==> config.mk <==
export PLATFORM = sky130hd
export DESIGN_NAME = menu_keypad_lockout_qualifier_core
export DESIGN_NICKNAME = d
export VERILOG_FILES = /design/src/design/mklq_pkg.sv /design/src/design/menu_keypad_lockout_qualifier_core.sv /design/src/design/mklq_step.sv
export SDC_FILE = /design/constraint.sdc
export NUM_CORES = 1
export LEC_CHECK = 0
export BUFFER_PORTS_ARGS = -buffer_cell sky130_fd_sc_hd__buf_2
export CAP_MARGIN = 20
export CORE_MARGIN = 1.5
export CORE_UTILIZATION = 53
export CTS_CLUSTER_DIAMETER = 150
export CTS_CLUSTER_SIZE = 20
export DETAILED_ROUTE_END_ITERATION = 10
export GPL_TIMING_DRIVEN = 1
export HOLD_SLACK_MARGIN = 0.1
export PLACE_DENSITY = 0.72
export SLEW_MARGIN = 10
export SYNTH_ARGS = -nofsm -noshare
export SYNTH_HDL_FRONTEND = slang
export SYNTH_SLANG_ARGS = --single-unit
==> constraint.sdc <==
create_clock -name clk -period 9.7 [get_ports clk]
set_input_delay 2.425 -clock clk [delete_from_list [all_inputs] [get_ports clk]]
set_output_delay 2.425 -clock clk [all_outputs]
set_load 0.1 [all_outputs]
==> src/design/mklq_pkg.sv <==
// ----------------------------------------------------------------------------
// mklq_pkg
// Types and constants shared by the keypad lockout qualifier.
// ----------------------------------------------------------------------------
package mklq_pkg;

  localparam int unsigned CFG_INDEX_BITS = 2;
  localparam int unsigned CFG_DATA_BITS  = 32;

  typedef enum logic [CFG_INDEX_BITS-1:0] {
    CFG_REPEAT_GAP = 2'd0,
    CFG_OK_GAP     = 2'd1,
    CFG_BACK_START = 2'd2
  } cfg_reg_e;

  localparam logic [15:0] REPEAT_GAP_RESET = 16'd150;
  localparam logic [15:0] OK_GAP_RESET     = 16'd100;
  localparam logic [31:0] BACK_START_RESET = 32'd0;

  // back hold time preset on an accepted press, and step per held poll
  localparam logic [15:0] BACK_ACCEPT_HOLD = 16'd200;
  localparam logic [15:0] BACK_HOLD_STEP   = 16'd100;

  typedef struct packed {
    logic [31:0] now_ms;
    logic        up_level;
    logic        down_level;
    logic        ok_level;
    logic        back_level;
  } in_t;

  typedef struct packed {
    logic signed [15:0] menu_position;
    logic               ok_event;
    logic               back_event;
    logic [31:0]        back_hold_ms;
  } out_t;

endpackage

==> src/design/menu_keypad_lockout_qualifier_core.sv <==
// ----------------------------------------------------------------------------
// menu_keypad_lockout_qualifier_core
// Four-key menu keypad with a shared repeat lockout, menu position counter,
// ok/back event pulses and back hold time.
// ----------------------------------------------------------------------------
//  channel  handshake               payload
//  in       in_valid / in_ready     in_data  : one poll (time, four key levels)
//  out      out_valid / out_ready   out_data : position, events, hold time
//  cfg      cfg_valid / cfg_ready   cfg_index, cfg_data : register write
//
//  One poll per cycle while the output is not stalled: input register, one
//  pass of qualify logic, result register; the result register loads as the
//  poll leaves the input register; each poll makes a single state update.
//  A stalled output holds the result; the input stage keeps taking items
//  until both registers are full. cfg_ready is always high.
//  Synchronous reset clears state and valid flags, gaps to 150 and 100 ms.
// ----------------------------------------------------------------------------
module menu_keypad_lockout_qualifier_core #(
  parameter int unsigned TIME_BITS     = 32,
  parameter int unsigned POSITION_BITS = 16
) (
  input  logic                                  clk,
  input  logic                                  rst,
  input  logic                                  in_valid,
  output logic                                  in_ready,
  input  mklq_pkg::in_t                         in_data,
  output logic                                  out_valid,
  input  logic                                  out_ready,
  output mklq_pkg::out_t                        out_data,
  input  logic                                  cfg_valid,
  output logic                                  cfg_ready,
  input  logic [mklq_pkg::CFG_INDEX_BITS-1:0]   cfg_index,
  input  logic [mklq_pkg::CFG_DATA_BITS-1:0]    cfg_data
);
  import mklq_pkg::*;

  logic [15:0]              repeat_gap;
  logic [15:0]              ok_gap;
  logic [31:0]              back_start;

  logic                     s1_valid;
  in_t                      s1;
  logic                     s1_advance;
  logic                     s1_fire;

  logic [TIME_BITS-1:0]     last_accept;
  logic [POSITION_BITS-1:0] position;
  logic [TIME_BITS-1:0]     hold;
  logic                     prev_back;

  logic [TIME_BITS-1:0]     last_accept_next;
  logic [POSITION_BITS-1:0] position_next;
  logic [TIME_BITS-1:0]     hold_next;
  out_t                     result;

  assign cfg_ready  = 1'b1;
  assign s1_advance = !out_valid || out_ready;
  assign s1_fire    = s1_valid && s1_advance;
  assign in_ready   = !s1_valid || s1_advance;

  always_ff @(posedge clk) begin
    if (rst) begin
      repeat_gap <= REPEAT_GAP_RESET;
      ok_gap     <= OK_GAP_RESET;
      back_start <= BACK_START_RESET;
    end else if (cfg_valid && cfg_ready) begin
      case (cfg_index)
        CFG_REPEAT_GAP: repeat_gap <= cfg_data[15:0];
        CFG_OK_GAP:     ok_gap     <= cfg_data[15:0];
        CFG_BACK_START: back_start <= cfg_data;
        default: ;
      endcase
    end
  end

  // input register
  always_ff @(posedge clk) begin
    if (rst) begin
      s1_valid <= 1'b0;
    end else if (in_ready) begin
      s1_valid <= in_valid;
    end
  end

  always_ff @(posedge clk) begin
    if (in_valid && in_ready) begin
      s1 <= in_data;
    end
  end

  mklq_step #(
    .TIME_BITS     (TIME_BITS),
    .POSITION_BITS (POSITION_BITS)
  ) u_step (
    .item             (s1),
    .repeat_gap       (repeat_gap),
    .ok_gap           (ok_gap),
    .back_start       (back_start),
    .last_accept      (last_accept),
    .position         (position),
    .hold             (hold),
    .prev_back        (prev_back),
    .last_accept_next (last_accept_next),
    .position_next    (position_next),
    .hold_next        (hold_next),
    .result           (result)
  );

  // keypad state moves only when a poll leaves the input register
  always_ff @(posedge clk) begin
    if (rst) begin
      last_accept <= '0;
      position    <= '0;
      hold        <= '0;
      prev_back   <= 1'b0;
    end else if (s1_fire) begin
      last_accept <= last_accept_next;
      position    <= position_next;
      hold        <= hold_next;
      prev_back   <= s1.back_level;
    end
  end

  // result register
  always_ff @(posedge clk) begin
    if (rst) begin
      out_valid <= 1'b0;
    end else if (s1_advance) begin
      out_valid <= s1_valid;
    end
  end

  always_ff @(posedge clk) begin
    if (s1_fire) begin
      out_data <= result;
    end
  end

  a_state_hold: assert property (@(posedge clk) disable iff (rst)
    !s1_fire |=> $stable(position) && $stable(last_accept) && $stable(hold))
    else $error("keypad state changed without a poll");

  a_event_time: assert property (@(posedge clk) disable iff (rst)
    s1_fire && (result.ok_event || result.back_event)
      |=> last_accept == $past(TIME_BITS'(s1.now_ms)))
    else $error("accepted press did not move lockout time");

  a_event_single: assert property (@(posedge clk) disable iff (rst)
    out_valid |-> !(out_data.ok_event && out_data.back_event))
    else $error("two key events in one poll");

  a_pos_step: assert property (@(posedge clk) disable iff (rst)
    s1_fire |=> (position == $past(position))
             || (position == $past(position) + POSITION_BITS'(1))
             || (position == $past(position) - POSITION_BITS'(1)))
    else $error("menu position moved by more than one");

  a_ready_empty: assert property (@(posedge clk) disable iff (rst)
    !out_valid |-> in_ready)
    else $error("input stalled with empty result register");

endmodule

==> src/design/mklq_step.sv <==
// ----------------------------------------------------------------------------
// mklq_step
// Qualifies one poll: shared lockout over up, down, ok, back in that order,
// menu position update and back hold-time tracking.
// ----------------------------------------------------------------------------
module mklq_step #(
  parameter int unsigned TIME_BITS     = 32,
  parameter int unsigned POSITION_BITS = 16
) (
  input  mklq_pkg::in_t              item,
  input  logic [15:0]                repeat_gap,
  input  logic [15:0]                ok_gap,
  input  logic [31:0]                back_start,
  input  logic [TIME_BITS-1:0]       last_accept,
  input  logic [POSITION_BITS-1:0]   position,
  input  logic [TIME_BITS-1:0]       hold,
  input  logic                       prev_back,
  output logic [TIME_BITS-1:0]       last_accept_next,
  output logic [POSITION_BITS-1:0]   position_next,
  output logic [TIME_BITS-1:0]       hold_next,
  output mklq_pkg::out_t             result
);
  import mklq_pkg::*;

  localparam logic [TIME_BITS-1:0]     HOLD_PRESET = TIME_BITS'(BACK_ACCEPT_HOLD);
  localparam logic [TIME_BITS-1:0]     HOLD_STEP   = TIME_BITS'(BACK_HOLD_STEP);
  localparam logic [POSITION_BITS-1:0] POS_ONE     = POSITION_BITS'(1);

  logic [TIME_BITS-1:0] now_t;
  logic [TIME_BITS-1:0] diff;
  logic                 rep_pass;
  logic                 ok_pass;
  logic                 up_acc;
  logic                 down_acc;
  logic                 ok_acc;
  logic                 back_acc;
  logic                 back_change;

  // An accepted key moves the lockout time to now, which locks out every
  // later key in the same poll, so at most one key is taken per poll.
  assign now_t       = TIME_BITS'(item.now_ms);
  assign diff        = now_t - last_accept;
  assign rep_pass    = diff > TIME_BITS'(repeat_gap);
  assign ok_pass     = diff > TIME_BITS'(ok_gap);
  assign up_acc      = !item.up_level && rep_pass;
  assign down_acc    = !item.down_level && rep_pass && !up_acc;
  assign ok_acc      = !item.ok_level && ok_pass && !up_acc && !down_acc;
  assign back_change = item.back_level != prev_back;
  assign back_acc    = back_change && !item.back_level && rep_pass
                       && !up_acc && !down_acc && !ok_acc;

  always_comb begin
    if (up_acc) begin
      position_next = position - POS_ONE;
    end else if (down_acc) begin
      position_next = position + POS_ONE;
    end else begin
      position_next = position;
    end

    if (up_acc || down_acc || ok_acc || back_acc) begin
      last_accept_next = now_t;
    end else begin
      last_accept_next = last_accept;
    end

    if (back_change) begin
      if (!item.back_level) begin
        hold_next = back_acc ? HOLD_PRESET : '0;
      end else begin
        hold_next = now_t - TIME_BITS'(back_start);
      end
    end else if (!item.back_level) begin
      hold_next = hold + HOLD_STEP;
    end else begin
      hold_next = hold;
    end
  end

  assign result.menu_position = 16'(position_next);
  assign result.ok_event      = ok_acc;
  assign result.back_event    = back_acc;
  assign result.back_hold_ms  = 32'(hold_next);

endmodule

==> results of run 1 <==
-- sequential cells by signal, summed over array words and instances (netlist names) --
name and count:
ok_gap 16, back_start 32, hold 32, out_valid 1, prev_back 1, position 16, repeat_gap 16, out_data 50
s1 36, s1_valid 1, last_accept 32
-- power by group --
part           internal [mW]  total (mW)  switching [mW]
Combinational          0.247       0.704           0.457
Clock                  0.290       0.623           0.332
Sequential              1.08        1.12          0.0453
Total                   1.62        2.45           0.834
-- worst max-delay path, stage by stage --
cell and delay, ns:
buf_2 0.10, nor2b_1 0.19, nand2_1 0.09, buf_2 0.29
-- cell usage after synthesis (8+ instances only) --
| cell | number | share of area |
|---|---|---|
| mux2i_1 | 34 | 0.023 |
| xor2_1 | 36 | 0.022 |
| clkbuf_1 | 65 | 0.017 |
| and3_1 | 12 | 0.0052 |
| nand2_1 | 214 | 0.055 |
| buf_1 | 8 | 0.0021 |
| a21oi_1 | 158 | 0.054 |
| nand2b_1 | 77 | 0.033 |
| a211o_1 | 13 | 0.0078 |
| a211oi_1 | 14 | 0.0072 |
| dfxtp_1 | 147 | 0.20 |
| nor2_1 | 136 | 0.035 |
| nor3b_1 | 8 | 0.0041 |
| ha_1 | 98 | 0.084 |
| edfxtp_1 | 86 | 0.18 |
| a21boi_0 | 11 | 0.0057 |
| o21a_1 | 23 | 0.012 |
| nand3_1 | 31 | 0.011 |
| inv_1 | 123 | 0.032 |
| xnor2_1 | 46 | 0.028 |
| a31oi_1 | 11 | 0.0047 |
| or4_1 | 16 | 0.0083 |
| nand4_1 | 23 | 0.0099 |
| buf_2 | 16 | 0.0055 |
| nand3b_1 | 9 | 0.0047 |
| a21o_1 | 32 | 0.017 |
| nor2b_1 | 13 | 0.0056 |
| o31ai_1 | 20 | 0.010 |
| o21ai_0 | 48 | 0.017 |
| nor4_1 | 8 | 0.0034 |
| a311oi_1 | 12 | 0.0072 |
| o22ai_1 | 10 | 0.0043 |
| nor3_1 | 43 | 0.015 |
-- worst paths after layout --
check                     start             to  slack, ns  depth (start not counted)
hold / removal    back_start[7]  back_start[7]       0.45                          2
setup / recovery      out_ready       in_ready       4.17                          4
hold reg to reg   back_start[7]  back_start[7]       0.45                          2
setup reg to reg          s1[7]   out_data[35]       4.84                         20
-- cells by family after synthesis --
kind of cell / count (synthesis) / share of synthesized area
AND/OR/NAND/NOR: 626 / 0.209
AO/OA/AOI/OAI: 418 / 0.190
flip-flops: 233 / 0.380
buffers and inverters: 218 / 0.0593
adder cells (fa/ha/maj): 100 / 0.0872
XOR/XNOR: 83 / 0.0506
multiplexers: 34 / 0.0234
other: 1 / 0.000258
-- area by class of cell --
type / instances / area share
well taps: 341 / 0.0271
clock inverters: 1 / 0.000556
inverters: 124 / 0.0296
clock buffers: 22 / 0.0255
flip-flops and latches: 233 / 0.351
repair buffers: 138 / 0.0477
multi-input cells: 1262 / 0.519
-- layer usage --
layer,GRT usage,wire length (um)
met5,0,0
met4,0.0730,1010
met3,0.0355,2040
met2,0.405,16300
met1,0.324,15700
-- per-stage QoR --
step | power (mW) | setup WS (ns) | instances | utilization | cell area, um2
floorplan | 1.68 | 4.09 | 1713 | - | 14500
global placement | 1.82 | 4.17 | 2095 | 0.567 | 15300
detailed placement | 1.84 | 4.18 | 2095 | 0.567 | 15300
CTS | 2.46 | 4.18 | 2118 | 0.583 | 15700
global route | 2.57 | 4.08 | 2121 | 0.584 | 15800
finish | 2.45 | 4.17 | 2121 | 0.584 | 15800
==> summary.txt, run 1 <==
Run status
  • Status: completed

Synthesis
  • Fraction of registers with async set/reset: 0
  • Ys flop type: dfxtp_1
  • Synth unique cells: between 80 and 90
  • EDFF count, synth: 86
  • Synth warnings: 0
  • Post-Syn Instances: 1713
  • Syn Nets: approximately 1.9k
  • Yosys reg bits: 233
  • Post-Syn Area: 14500 um2
  • Part of the Yosys area used for sequential elements: 0.380
  • Mean post-synth cell area: 8.48 um2

Power and ir drop
  • PwrDens: roughly 160 nW/um2
  • Maximum vdd drop: approximately 0.12 mV
  • Leakage Power: about 6.1 nW

Routing
  • Initial DRC count: 865
  • Via/cell ratio: ~5.8
  • Routed wire per std cell: approximately 17 um
  • Number of routed nets with antenna violations: 0
  • First-pass DRT Iterations: 6
  • Wirelength, routed: between 30000 and 40000 um
  • Residual DRC count: 0
  • Via count: roughly 12k

STA
  • Setup Viol. Count Final: 0
  • Fin crit share: 0.570
  • RSZ-0062 raised after global routing: no
  • Final Hold Viols: 0
  • Slew Limit Fails: 0
  • Fin crit period: 5.53 ns
  • Slew headroom: 0.293
  • Hold slack final: 0.455 ns
  • Max Clock Skew: ~0.013 ns
  • Worst slew pin tran: roughly 1.1 ns
  • F_max: 0.181 GHz
  • Final setup TNS: 0 ns

Layout
  • Most frequent cells in the layout: nand2_1, a21oi_1, dfxtp_1, nor2_1, buf_2
  • Most common cell after layout, fill and taps aside: nand2_1
  • Filler instances: approximately 2.4k
  • Final #Nets: approximately 2k
  • Layout cell share with drive strength beyond 1: 0.102
  • Area of the multi-input gates: slightly above 8000 um2
  • Layout area overhead: 8.41%
  • Sequential standard cell area: between 5000 and 6000 um2
  • Inserted Diodes: 0

Setup path
  • Maximum fanout along the worst path: 4
  • CP Capture Type: output pin
  • Critical path class: in2out
  • CP Data Required Time: ~7.3 ns
  • Arrival @ worst endpoint: slightly above 3 ns
  • CP startpoint kind: primary input

Floorplan
  • IO Pins: roughly 130
  • Initial core utilization: 0.539
  • Die X-Extent: roughly 170 um
  • Die area: 28400 um2
  • Core Rows: 60
  • Core Box Area: ~27000 um2
  • Die height: between 150 and 200 um

CTS
  • CTS tree: done
  • Total CTS buffers: 15
  • Clock-pin slew on the worst setup and hold paths: 0.08 ns
  • Root Buffer: clkbuf_16
  • # hold bufs at CTS: 0
  • # resized after CTS: 0
  • H-tree Lvls: 1
  • Clock sink count: about 230
  • CTS max path bufs: 3
  • Worst-Skew Late Latency: 0.49 ns
  • Setup repair bufs after CTS: 0

Place
  • Detailed Place HPWL: between 20000 and 30000 um
  • Port Buffers: about 130
  • Routability cong.: approximately 0.96

Global routing
  • Maximum number of pins on one net before global-route repair: approximately 130
  • Vias in the first global route: 11.2k
  • Global Route Usage Sum: 0.242
  • Total congestion overflow: 0
  • First-pass GRT wire length: ~56000 um
  • Initial antenna violation count: 0

Hold path
  • Worst hold path class: reg2reg

Run
  • Max_cap viols: 0
Power figures use the tool's default switching activity.
==> run 2: changes to the inputs <==
==> constraint.sdc (replaced) <==
create_clock -name clk -period 5.79 [get_ports clk]
set_input_delay 1.4475 -clock clk [delete_from_list [all_inputs] [get_ports clk]]
set_output_delay 1.4475 -clock clk [all_outputs]
set_load 0.1 [all_outputs]
==> summary.txt, run 2 (synthesis gave the netlist of run 1 again) <==
Layout
  • Layout area overhead: 8.36%
  • Most frequent cells in the layout: nand2_1, a21oi_1, dfxtp_1, nor2_1, buf_2
  • Inserted Diodes: 0
  • Most common cell after layout, fill and taps aside: nand2_1
  • Final #Nets: a little under 2k
  • Layout cell share with drive strength beyond 1: 0.103
  • Max reg flops: 50
  • Biggest register: out_data
  • Largest registers: out_data: 50 flops, s1: 36 flops

CTS
  • Setup repair bufs after CTS: 0
  • CTS tree: done
  • Total CTS buffers: 15
  • # hold bufs at CTS: 0
  • Worst-Skew Late Latency: roughly 0.50 ns
  • Root Buffer: clkbuf_16
  • Clock sink count: about 230
  • CTS max path bufs: 3
  • Clock-pin slew on the worst setup and hold paths: roughly 0.09 ns
  • # resized after CTS: 0
  • H-tree Lvls: 1

STA
  • F_max: just over 0.2 GHz
  • Fin crit period: approximately 4.8 ns
  • RSZ-0062 raised after global routing: no
  • Slew Limit Fails: 0
  • Max Clock Skew: 0.0299 ns
  • Final setup TNS: 0 ns
  • Final Hold Viols: 0
  • Fin crit share: 0.831
  • Setup Viol. Count Final: 0
  • Slew headroom: 0.338
  • Worst slew pin tran: about 0.99 ns

Routing
  • Via count: roughly 12k
  • Initial DRC count: 942
  • Number of routed nets with antenna violations: 0
  • First-pass DRT Iterations: 5
  • Wirelength, routed: about 36000 um
  • Residual DRC count: 0
  • Routed wire per std cell: around 17 um
  • Via/cell ratio: 5.79

Power and ir drop
  • Maximum vdd drop: about 0.22 mV
  • Switching portion of total power: 0.342
  • Clock Power Share: 0.256
  • Internal power: 2.71 mW
  • Psw: 1.41 mW
  • PwrDens: ~260 nW/um2
  • Comb power frac: 0.287
  • Sequential share of power: 0.457
  • Pwr Total: around 4.1 mW
  • Leakage Power: around 6.1 nW

Global routing
  • Global Route Usage Sum: 0.249
  • First-pass GRT wire length: ~58000 um
  • Vias in the first global route: approximately 11k
  • Total congestion overflow: 0
  • Maximum number of pins on one net before global-route repair: 87
  • Initial antenna violation count: 0

Floorplan
  • Die height: approximately 170 um
  • Core Box Area: between 20000 and 30000 um2
  • Core Rows: 60
  • Die area: about 28000 um2
  • IO Pins: roughly 130
  • Die X-Extent: around 170 um
  • Initial core utilization: 0.539

Setup path
  • Worst R2R End: last_accept[24]
  • Critical Path End: last_accept[24]
  • Internal reg-to-reg setup slack: just under 1 ns
  • FF-to-FF path depth: 20
  • Maximum fanout along the worst path: 32
  • CP Data Required Time: 6.14 ns
  • R2R Path Start: s1[7]
  • CP Capture Type: register
  • Critical path class: reg2reg
  • Arrival @ worst endpoint: just over 5 ns
  • Setup crit start: s1[7]
  • CP startpoint kind: register

Place
  • Port Buffers: around 130
  • Routability cong.: 0.938
  • Detailed Place HPWL: ~27000 um

Run
  • Max_cap viols: 0

Run status
  • Status: completed

Hold path
  • Worst hold path class: reg2reg
-- run 2: cell count changes in the layout (fill, tap and decap cells not counted) --
cell,change
buf_16,-1
buf_4,+3
buf_8,-1
clkbuf_1,+2
clkbuf_2,+1
-- run 2: cell type report --
class,instances,area (um2)
fill,2441,11200
multi-input combinational,1262,8170
sequential,233,5530
timing repair buffer,140,736
inverter,124,467
tap,341,427
clock buffer,24,409
clock inverter,1,8.76
-- run 2: worst min-delay path by stage --
stage,start,to,slack (ns),cells after the start
2_1_floorplan,back_start[10],back_start[10],0.44,2
3_3_place_gp,hold[14],hold[14],0.44,2
3_5_place_dp,repeat_gap[5],repeat_gap[5],0.45,2
4_1_cts,repeat_gap[15],repeat_gap[15],0.46,2
5_1_grt,ok_gap[13],ok_gap[13],0.48,2
6_report,back_start[18],back_start[18],0.46,2
-- run 2: stage by stage --
| step | std cells | instance area (um2) | setup WS, ns | hold slack [ns] | util |
|---|---|---|---|---|---|
| after global routing | 2125 | 15700 | 0.676 | 0.477 | 0.584 |
| after detailed placement | 2099 | 15300 | 1.11 | 0.447 | 0.568 |
| after floorplan | 1713 | 14500 | 1.59 | 0.436 | - |
| after global placement | 2098 | 15300 | 1.25 | 0.442 | 0.568 |
| final | 2125 | 15700 | 0.976 | 0.457 | 0.584 |
| after CTS | 2124 | 15700 | 1.05 | 0.458 | 0.584 |
-- run 2: metal layers --
metal	GRT usage	vias to the layer above	routed length [um]
met5	0	-	0
met4	0.0675	0	881
met2	0.424	331	16700
li1	-	6152	-
met3	0.0302	63	1940
met1	0.335	5764	16300
-- run 2: critical path, stage by stage, from the launching register on --
cell      delay (ns)
edfxtp_1        0.43
ha_1            0.39
a21o_1          0.20
a21oi_1         0.27
nand2_1         0.15
nand3_1         0.11
nand2_1         0.08
a31oi_1         0.29
o31ai_1         0.12
xor2_1          0.24
ha_1            0.30
a21o_1          0.17
a21o_1          0.17
a21oi_1         0.14
o21ai_0         0.10
a21oi_1         0.13
a31oi_1         0.12
nor4_2          0.57
o32ai_4         0.14
buf_4           0.33
mux2i_1         0.20
-- run 2: power by group through the flow --
stage          sequential, mW  combinational [mW]  clock (mW)
6_report                 1.88                1.18        1.05
5_1_grt                  1.89                1.30        1.13
4_1_cts                  1.88                1.17        1.08
3_5_place_dp             1.92                1.17           0
3_3_place_gp             1.92                1.14           0
2_1_floorplan            2.06               0.756           0
